## config.mk

```make
export PLATFORM = sky130hd
export DESIGN_NAME = gravity_projected_user_accel_unit_flat
export DESIGN_NICKNAME = d
export VERILOG_FILES = /design/src/rtl/gpua_pkg.sv /design/src/rtl/gpua_in_if.sv /design/src/rtl/gpua_out_if.sv /design/src/rtl/gravity_projected_user_accel_unit.sv /design/src/flat_wrapper.sv
export SDC_FILE = /design/constraint.sdc
export NUM_CORES = 2
export LEC_CHECK = 0
export ABC_AREA = 1
export BUFFER_PORTS_ARGS = -buffer_cell sky130_fd_sc_hd__buf_4
export CAP_MARGIN = 40
export CORE_MARGIN = 2
export CORE_UTILIZATION = 40
export CTS_BUF_LIST = sky130_fd_sc_hd__clkbuf_8 sky130_fd_sc_hd__clkbuf_16
export DETAILED_ROUTE_END_ITERATION = 8
export HOLD_SLACK_MARGIN = 0.15
export PLACE_DENSITY = 0.53
export SLEW_MARGIN = 20
export SYNTH_ARGS = -nofsm -noshare
export SYNTH_HDL_FRONTEND = slang
export SYNTH_SLANG_ARGS = --single-unit
```

## constraint.sdc

```tcl
create_clock -name clk -period 19.59 [get_ports clk]
set_input_delay 1.959 -clock clk [delete_from_list [all_inputs] [get_ports clk]]
set_output_delay 1.959 -clock clk [all_outputs]
set_load 0.05 [all_outputs]
```

## src/rtl/gpua_pkg.sv

```systemverilog
`timescale 1ns / 1ps
// ----------------------------------------------------------------------------
// gpua_pkg
// Widths, reset values and sequencer states of the gravity-projected user
// acceleration unit.
// ----------------------------------------------------------------------------
package gpua_pkg;

  localparam int SAMPLE_BITS  = 16;
  localparam int GRAV_BITS    = 16;
  localparam int USER_BITS    = 17;
  localparam int PROD_BITS    = 33;
  localparam int DOT_BITS     = 34;
  localparam int WIN_BITS     = 7;
  localparam int WIN_RESET    = 16;
  localparam int SUM_BITS     = SAMPLE_BITS + WIN_BITS;
  localparam int DIV_BITS     = SUM_BITS + (SUM_BITS % 2);
  localparam int DIV_STEPS    = DIV_BITS / 2;
  localparam int DIV_CNT_BITS = $clog2(DIV_STEPS + 1);
  localparam int AXES         = 3;
  localparam int MUL_LAST     = AXES;

  typedef enum logic [2:0] {
    ST_IDLE,
    ST_READ,
    ST_UPDATE,
    ST_DIV,
    ST_MUL,
    ST_DONE
  } gpua_state_t;

endpackage

```

## src/rtl/gpua_in_if.sv

```systemverilog
`timescale 1ns / 1ps
// ----------------------------------------------------------------------------
// gpua_in_if
// Sample channel: one three-axis accelerometer word per handshake.
// ----------------------------------------------------------------------------
interface gpua_in_if
  import gpua_pkg::*;
  ();
  logic                          valid;
  logic                          ready;
  logic signed [SAMPLE_BITS-1:0] accel_x;
  logic signed [SAMPLE_BITS-1:0] accel_y;
  logic signed [SAMPLE_BITS-1:0] accel_z;

  modport source (output valid, output accel_x, output accel_y, output accel_z,
                  input ready);
  modport sink (input valid, input accel_x, input accel_y, input accel_z,
                output ready);
endinterface

```

## src/rtl/gpua_out_if.sv

```systemverilog
`timescale 1ns / 1ps
// ----------------------------------------------------------------------------
// gpua_out_if
// Result channel: gravity, user acceleration and their dot product per word.
// ----------------------------------------------------------------------------
interface gpua_out_if
  import gpua_pkg::*;
  ();
  logic                        valid;
  logic                        ready;
  logic signed [GRAV_BITS-1:0] gravity_x;
  logic signed [GRAV_BITS-1:0] gravity_y;
  logic signed [GRAV_BITS-1:0] gravity_z;
  logic signed [USER_BITS-1:0] user_x;
  logic signed [USER_BITS-1:0] user_y;
  logic signed [USER_BITS-1:0] user_z;
  logic signed [DOT_BITS-1:0]  dot_product;
  logic                        warmed_up;

  modport source (output valid, output gravity_x, output gravity_y, output gravity_z,
                  output user_x, output user_y, output user_z, output dot_product,
                  output warmed_up, input ready);
  modport sink (input valid, input gravity_x, input gravity_y, input gravity_z,
                input user_x, input user_y, input user_z, input dot_product,
                input warmed_up, output ready);
endinterface

```

## src/rtl/gravity_projected_user_accel_unit.sv

```systemverilog
`timescale 1ns / 1ps
// ----------------------------------------------------------------------------
// gravity_projected_user_accel_unit
// Moving-average gravity removal with a gravity/user-acceleration dot product.
// ----------------------------------------------------------------------------
// One sample word is taken at a time. Once a full window has been seen, a word
// goes through one history read, one sum update, the shared divider (two
// quotient bits per cycle) and the shared 17x16 multiplier, then the load of
// the result register; no new word is taken until then. During warm-up the
// divider is skipped. A finished result waits in its output register while the
// next sample is taken; the unit stalls before loading a new result only if
// the previous one is still unread. Writing the window register clears the
// fill count and the running sums; the history ring is kept. A window of 0 acts
// as 1, one above WINDOW_MAX acts as WINDOW_MAX.
// ----------------------------------------------------------------------------
module gravity_projected_user_accel_unit
  import gpua_pkg::*;
#(
  parameter int WINDOW_MAX = 64
) (
  input  logic                clk,
  input  logic                rst,
  gpua_in_if.sink             sample,
  gpua_out_if.source          result,
  input  logic                cfg_wr_en,
  input  logic [WIN_BITS-1:0] cfg_wr_data
);

  localparam int PTR_BITS  = (WINDOW_MAX > 1) ? $clog2(WINDOW_MAX) : 1;
  localparam int CALC_BITS = ((PTR_BITS > WIN_BITS) ? PTR_BITS : WIN_BITS) + 1;
  localparam int MEM_BITS  = AXES * SAMPLE_BITS;
  localparam int RQ_BITS   = WIN_BITS + DIV_BITS;

  function automatic logic [WIN_BITS-1:0] clamp_window(input logic [WIN_BITS-1:0] v);
    logic [WIN_BITS-1:0] r;
    if (v == '0) begin
      r = WIN_BITS'(1);
    end else if (int'(v) > WINDOW_MAX) begin
      r = WIN_BITS'(WINDOW_MAX);
    end else begin
      r = v;
    end
    return r;
  endfunction

  function automatic logic [RQ_BITS-1:0] div_step(input logic [RQ_BITS-1:0] rq,
                                                  input logic [WIN_BITS-1:0] d);
    logic [WIN_BITS:0]   r2;
    logic                ge;
    logic [WIN_BITS-1:0] rem;
    r2  = {rq[RQ_BITS-1:DIV_BITS], rq[DIV_BITS-1]};
    ge  = (r2 >= {1'b0, d});
    rem = ge ? WIN_BITS'(r2 - {1'b0, d}) : r2[WIN_BITS-1:0];
    return {rem, rq[DIV_BITS-2:0], ge};
  endfunction

  gpua_state_t state, state_next;

  logic [WIN_BITS-1:0]     wl;
  logic [WIN_BITS-1:0]     seen;
  logic [PTR_BITS-1:0]     wp;
  logic signed [SUM_BITS-1:0] sum [AXES];
  logic [DIV_CNT_BITS-1:0] step;
  logic [1:0]              axis;
  logic                    warm;
  logic                    out_valid;

  logic [MEM_BITS-1:0]     mem [WINDOW_MAX];
  logic [MEM_BITS-1:0]     rd;
  logic signed [SAMPLE_BITS-1:0] s [AXES];
  logic signed [GRAV_BITS-1:0]   g [AXES];
  logic [RQ_BITS-1:0]      rq;
  logic                    neg;
  logic signed [PROD_BITS-1:0] prod;
  logic signed [DOT_BITS-1:0]  acc;

  logic [CALC_BITS-1:0]    wp_ext;
  logic [CALC_BITS-1:0]    wl_ext;
  logic [PTR_BITS-1:0]     old_addr;
  logic                    full;
  logic [WIN_BITS-1:0]     seen_next;
  logic                    warm_now;
  logic                    accept;
  logic                    load_out;
  logic signed [SUM_BITS-1:0]  div_sum;
  logic [SUM_BITS-1:0]     div_mag;
  logic [RQ_BITS-1:0]      rq_next;
  logic [DIV_BITS-1:0]     quot;
  logic signed [USER_BITS-1:0] u [AXES];
  logic signed [SAMPLE_BITS-1:0] old_s [AXES];

  assign wp_ext   = CALC_BITS'(wp);
  assign wl_ext   = CALC_BITS'(wl);
  assign old_addr = (wp_ext >= wl_ext) ? PTR_BITS'(wp_ext - wl_ext)
                                       : PTR_BITS'(wp_ext + CALC_BITS'(WINDOW_MAX) - wl_ext);
  assign full      = (seen >= wl);
  assign seen_next = full ? seen : seen + WIN_BITS'(1);
  assign warm_now  = (seen_next >= wl);

  assign div_sum = sum[axis];
  assign div_mag = div_sum[SUM_BITS-1] ? SUM_BITS'(-div_sum) : SUM_BITS'(div_sum);
  assign rq_next = div_step(div_step(rq, wl), wl);
  assign quot    = rq_next[DIV_BITS-1:0];

  always_comb begin
    for (int k = 0; k < AXES; k++) begin
      u[k]     = {s[k][SAMPLE_BITS-1], s[k]} - {g[k][GRAV_BITS-1], g[k]};
      old_s[k] = rd[(AXES-1-k)*SAMPLE_BITS +: SAMPLE_BITS];
    end
  end

  // next state
  always_comb begin
    state_next = state;
    case (state)
      ST_IDLE: begin
        if (sample.valid) state_next = ST_READ;
      end
      ST_READ: begin
        state_next = ST_UPDATE;
      end
      ST_UPDATE: begin
        state_next = warm_now ? ST_DIV : ST_MUL;
      end
      ST_DIV: begin
        if (axis == 2'(AXES - 1) && step == DIV_CNT_BITS'(DIV_STEPS)) state_next = ST_MUL;
      end
      ST_MUL: begin
        if (step == DIV_CNT_BITS'(MUL_LAST)) state_next = ST_DONE;
      end
      ST_DONE: begin
        if (!out_valid || result.ready) state_next = ST_IDLE;
      end
      default: begin
        state_next = ST_IDLE;
      end
    endcase
  end

  // outputs of the sequencer
  always_comb begin
    sample.ready = 1'b0;
    load_out     = 1'b0;
    case (state)
      ST_IDLE: begin
        sample.ready = 1'b1;
      end
      ST_DONE: begin
        load_out = !out_valid || result.ready;
      end
      default: begin
        sample.ready = 1'b0;
        load_out     = 1'b0;
      end
    endcase
  end

  assign accept       = sample.valid && sample.ready;
  assign result.valid = out_valid;

  always_ff @(posedge clk) begin
    if (rst) begin
      state     <= ST_IDLE;
      wl        <= clamp_window(WIN_BITS'(WIN_RESET));
      seen      <= '0;
      wp        <= '0;
      step      <= '0;
      axis      <= '0;
      warm      <= 1'b0;
      out_valid <= 1'b0;
      for (int k = 0; k < AXES; k++) sum[k] <= '0;
    end else begin
      state <= state_next;
      if (load_out) out_valid <= 1'b1;
      else if (result.valid && result.ready) out_valid <= 1'b0;
      case (state)
        ST_UPDATE: begin
          for (int k = 0; k < AXES; k++) begin
            sum[k] <= sum[k] - (full ? SUM_BITS'(old_s[k]) : SUM_BITS'(0)) + SUM_BITS'(s[k]);
          end
          wp   <= (wp == PTR_BITS'(WINDOW_MAX - 1)) ? '0 : wp + PTR_BITS'(1);
          seen <= seen_next;
          warm <= warm_now;
          step <= '0;
          axis <= '0;
        end
        ST_DIV: begin
          if (step == DIV_CNT_BITS'(DIV_STEPS)) begin
            step <= '0;
            axis <= axis + 2'd1;
          end else begin
            step <= step + DIV_CNT_BITS'(1);
          end
        end
        ST_MUL: begin
          step <= step + DIV_CNT_BITS'(1);
        end
        default: begin
          step <= step;
        end
      endcase
      if (cfg_wr_en) begin
        wl   <= clamp_window(cfg_wr_data);
        seen <= '0;
        for (int k = 0; k < AXES; k++) sum[k] <= '0;
      end
    end
  end

  always_ff @(posedge clk) begin
    if (accept) begin
      s[0] <= sample.accel_x;
      s[1] <= sample.accel_y;
      s[2] <= sample.accel_z;
    end
    case (state)
      ST_READ: begin
        rd <= mem[old_addr];
      end
      ST_UPDATE: begin
        mem[wp] <= {s[0], s[1], s[2]};
        for (int k = 0; k < AXES; k++) g[k] <= '0;
      end
      ST_DIV: begin
        if (step == '0) begin
          rq  <= {WIN_BITS'(0), DIV_BITS'(div_mag)};
          neg <= div_sum[SUM_BITS-1];
        end else begin
          rq <= rq_next;
          if (step == DIV_CNT_BITS'(DIV_STEPS)) begin
            g[axis] <= neg ? GRAV_BITS'(-quot) : GRAV_BITS'(quot);
          end
        end
      end
      ST_MUL: begin
        if (step < DIV_CNT_BITS'(MUL_LAST)) prod <= u[step[1:0]] * g[step[1:0]];
        if (step == '0) begin
          acc <= '0;
        end else begin
          acc <= acc + DOT_BITS'(prod);
        end
      end
      default: begin
        rd <= rd;
      end
    endcase
    if (load_out) begin
      result.gravity_x   <= g[0];
      result.gravity_y   <= g[1];
      result.gravity_z   <= g[2];
      result.user_x      <= u[0];
      result.user_y      <= u[1];
      result.user_z      <= u[2];
      result.dot_product <= acc;
      result.warmed_up   <= warm;
    end
  end

  a_seen_in_window: assert property (@(posedge clk) disable iff (rst) seen <= wl)
    else $error("fill count beyond window");

  a_cfg_clears: assert property (@(posedge clk) disable iff (rst)
    cfg_wr_en |=> (seen == '0 && sum[0] == '0 && sum[1] == '0 && sum[2] == '0))
    else $error("window write did not clear state");

  a_warmup_zero: assert property (@(posedge clk) disable iff (rst)
    (result.valid && !result.warmed_up) |->
      (result.gravity_x == '0 && result.gravity_y == '0 && result.gravity_z == '0 &&
       result.dot_product == '0))
    else $error("nonzero gravity during warm-up");

  a_one_at_a_time: assert property (@(posedge clk) disable iff (rst)
    accept |=> !sample.ready)
    else $error("second sample taken while busy");

endmodule

```

## src/flat_wrapper.sv

```systemverilog
// flat-port wrapper written by rule: the top's interface ports become plain ports
module gravity_projected_user_accel_unit_flat import gpua_pkg::*;
#(
  parameter int WINDOW_MAX = 64
)
  (clk, rst, cfg_wr_en, cfg_wr_data, sample_valid, sample_accel_x, sample_accel_y, sample_accel_z, sample_ready, result_valid, result_gravity_x, result_gravity_y, result_gravity_z, result_user_x, result_user_y, result_user_z, result_dot_product, result_warmed_up, result_ready);
  gpua_in_if sample_i ();
  gpua_out_if result_i ();
  input  logic clk;
  input  logic rst;
  input  logic cfg_wr_en;
  input  logic [WIN_BITS-1:0] cfg_wr_data;
  input wire logic [$bits(sample_i.valid)-1:0] sample_valid;
  input wire logic [$bits(sample_i.accel_x)-1:0] sample_accel_x;
  input wire logic [$bits(sample_i.accel_y)-1:0] sample_accel_y;
  input wire logic [$bits(sample_i.accel_z)-1:0] sample_accel_z;
  output wire logic [$bits(sample_i.ready)-1:0] sample_ready;
  output wire logic [$bits(result_i.valid)-1:0] result_valid;
  output wire logic [$bits(result_i.gravity_x)-1:0] result_gravity_x;
  output wire logic [$bits(result_i.gravity_y)-1:0] result_gravity_y;
  output wire logic [$bits(result_i.gravity_z)-1:0] result_gravity_z;
  output wire logic [$bits(result_i.user_x)-1:0] result_user_x;
  output wire logic [$bits(result_i.user_y)-1:0] result_user_y;
  output wire logic [$bits(result_i.user_z)-1:0] result_user_z;
  output wire logic [$bits(result_i.dot_product)-1:0] result_dot_product;
  output wire logic [$bits(result_i.warmed_up)-1:0] result_warmed_up;
  input wire logic [$bits(result_i.ready)-1:0] result_ready;
  assign sample_i.valid = sample_valid;
  assign sample_i.accel_x = sample_accel_x;
  assign sample_i.accel_y = sample_accel_y;
  assign sample_i.accel_z = sample_accel_z;
  assign sample_ready = sample_i.ready;
  assign result_valid = result_i.valid;
  assign result_gravity_x = result_i.gravity_x;
  assign result_gravity_y = result_i.gravity_y;
  assign result_gravity_z = result_i.gravity_z;
  assign result_user_x = result_i.user_x;
  assign result_user_y = result_i.user_y;
  assign result_user_z = result_i.user_z;
  assign result_dot_product = result_i.dot_product;
  assign result_warmed_up = result_i.warmed_up;
  assign result_i.ready = result_ready;
  gravity_projected_user_accel_unit #(.WINDOW_MAX(WINDOW_MAX)) u_core (.clk(clk), .rst(rst), .sample(sample_i), .result(result_i), .cfg_wr_en(cfg_wr_en), .cfg_wr_data(cfg_wr_data));
endmodule
```

==> out/metrics.cfg <==
[synthesis]
yosysMostFrequentCell=edfxtp_1
synth_commonest_cells=3465 x edfxtp_1, 2058 x nor2_1, 1840 x nand2_1, 1743 x o21ai_0, 1408 x inv_1
syn-cell-area_mm2=0.164
synth-edff-count=3465
synth-async-reset-ratio_pct=0
synth_top_area_share_pct=63.6
ys_types=52
synth_flop_cell=edfxtp_1
syn-mean-instance-area_um2=11.2
ys_warn_count=0
ys_ff_latch=3569
synthTopCellsByArea=edfxtp_1 64%, o21ai_0 5.3%, nor2_1 4.7%
synthCells=14594
seq_area_frac_synth_pct=64.9
synth_nets=15280
yosys.area.top_type=edfxtp_1

[die]
initial_core_util_pct=40.2
dieHeight_um=643
std_cell_rows=234
die_w_um=643
floorplan.die_area_mm2=0.414
core-area_mm2=0.407
ioPinCount=196

[grt]
use_met2_pct=40.4
grt_pass1_vias=107834
grt_max_degree=207
grt_pass1_wl_um=782000
use_met3_pct=4.10
gr-usage-all-layers_pct=25.9
grt_antenna_before_repair=49
grt_overflow=0
busiest_layer=met2
met1_usage_pct=36.7

[worst_setup_path]
path_max_fanout=34
required_ns=20.31
cpMostUsedCell=nand2_1
cp_data_arrival_time_ns=9.50
path_buf_inv=6
end_kind=flip-flop
worstSetupPathType=reg -> reg
slowest_stage=edfxtp_1
worst_setup_path_start_kind=flip-flop
cpLargestDelayFamily=adder cells
cp_slowest_stage_delay_ns=0.72

[clock_tree]
cts-root-buf=clkbuf_16
cts_max_level=5
cts_buffers=388
cts_tree=yes
cts_setup_buffers=0
insertion_delay_ns=1.00
post_cts_resize_count=0
cts_sinks=3569
cts.clk_slew.worst_paths_ns=0.06
clock_path_buffers=4
cts_hold_buffers=0

[routing]
vias_per_cell=5.57
wl_per_cell_um=26.8
drt_iter0_markers=12598
routed_wl_um=550000
drc=0
dr_total_vias=114487
first_pass_iters=7
antenna_left=0

[final_layout]
drive_gt1_share_pct=7.96
final_nets=15454
area_growth_pct=13.1

[placement]
gp_congestion=0.939
numPortBuffers=195
place_ws_ns=10.90
dp_hpwl_um=341000

[sta]
tightest_slew_ns=0.964
rsz0062_at_grt=false
setup_tns_ns=0
layout_min_cycle_time_ns=8.78
min_period_over_period_pct=44.8
max_freq_mhz=114
fin_skew_ns=0.0704
fin_ws_ns=10.81
setup_viol=0
slew_headroom_pct=35.7
hold_viol=0
slew_violations=0
hold_ws_ns=0.449

[run]
timing.max_cap.violations=0

[hold_path]
min_path_type=reg -> reg

[run_status]
status=finished clean

## state kept, by name (all words and copies together) (netlist names), 2 cells and up, named ones only
signal                     count
u_core.mem                  3072
u_core.sum                    69
u_core.g                      64
u_core.old_s                  48
u_core.s                      48
u_core.acc                    34
u_core.result.dot_product     34
u_core.prod                   33
u_core.rq                     31
u_core.result.user_x          17
u_core.result.user_y          17
u_core.result.user_z          17
u_core.result.gravity_x       16
u_core.result.gravity_y       16
u_core.result.gravity_z       16
u_core.seen                    7
u_core.wl                      7
u_core.wp                      6
u_core.step                    4
u_core.state                   3
u_core.axis                    2
## placed cells by master, fill, tap and decap left out, types with 23 or more instances in the layout
| cell | n |
|---|---|
| clkinv_1 | 93 |
| buf_16 | 32 |
| xnor2_1 | 38 |
| ha_1 | 275 |
| inv_1 | 1502 |
| clkbuf_16 | 394 |
| o21ai_0 | 1743 |
| nand4_1 | 61 |
| nand3_1 | 512 |
| dfxtp_1 | 104 |
| diode_2 | 30 |
| nor2_1 | 1988 |
| or2_2 | 31 |
| edfxtp_1 | 3465 |
| xor2_1 | 54 |
| clkinv_2 | 58 |
| nor3_1 | 34 |
| a21oi_1 | 397 |
| o21ai_1 | 478 |
| o22ai_1 | 770 |
| buf_4 | 463 |
| fa_1 | 349 |
| nor2_4 | 68 |
| nand3b_1 | 23 |
| nand2_1 | 1839 |
| buf_12 | 36 |
## routing by layer
| layer | part of all wire (%) | vias to the layer above |
|---|---|---|
| met2 | 45 | 4530 |
| met5 | 0.025 | - |
| met4 | 3.9 | 20 |
| li1 | - | 51466 |
| met3 | 8.2 | 859 |
| met1 | 43 | 57612 |
## layout make-up
type                    instances  area (um^2)
clock inverters               304         2140
diodes                         30         75.1
clock buffers                 400         9940
well taps                    5428         6790
flip-flops and latches       3569       106000
multi-input cells            8840        49200
inverters                    1424         5380
fillers                     37661       222000
repair buffers                545         5290
## kinds of logic after synthesis
kind of cell	after synthesis	synth area share [%]
AOI/OAI and AO/OA	3514	11.5
xor gates and xnor gates	95	0.513
adders and majority gates	626	6.40
buffers and inverters	2185	5.39
DFF	3569	64.9
and+or+nand+nor	4605	11.3
## worst register-to-register path, delay by kind of cell (launching register included)
| family | cells | cell delay (ns) |
|---|---|---|
| and+or+nand+nor | 16 | 2.50 |
| adders and majority gates | 8 | 3.76 |
| AOI/OAI and AO/OA | 3 | 0.67 |
| DFF | 1 | 0.72 |
| buffers and inverters | 6 | 0.90 |
## worst paths after layout
kind / startpoint / end / slack, ns / cells after the start
hold / removal: u_core.g[1][12]$_SDFFCE_PN0P_ / u_core.result.gravity_y[12]$_DFFE_PP_ / 0.45 / 0
hold reg to reg: u_core.g[1][12]$_SDFFCE_PN0P_ / u_core.result.gravity_y[12]$_DFFE_PP_ / 0.45 / 0
setup / recovery: u_core.s[0][3]$_DFFE_PP_ / u_core.prod[30]$_DFFE_PP_ / 10.81 / 33
setup reg to reg: u_core.s[0][3]$_DFFE_PP_ / u_core.prod[30]$_DFFE_PP_ / 10.81 / 33
## through the flow
step	area, um^2	util, %	cells
floorplan	164000	-	14594
global route	185000	45.5	20515
CTS	185000	45.4	20501
global placement	171000	42.1	19740
detailed placement	173000	42.4	19797
finish	185000	45.5	20540
Power is not shown: default switching activity piles up to over one toggle a cycle in this logic, so the estimate is an artifact.
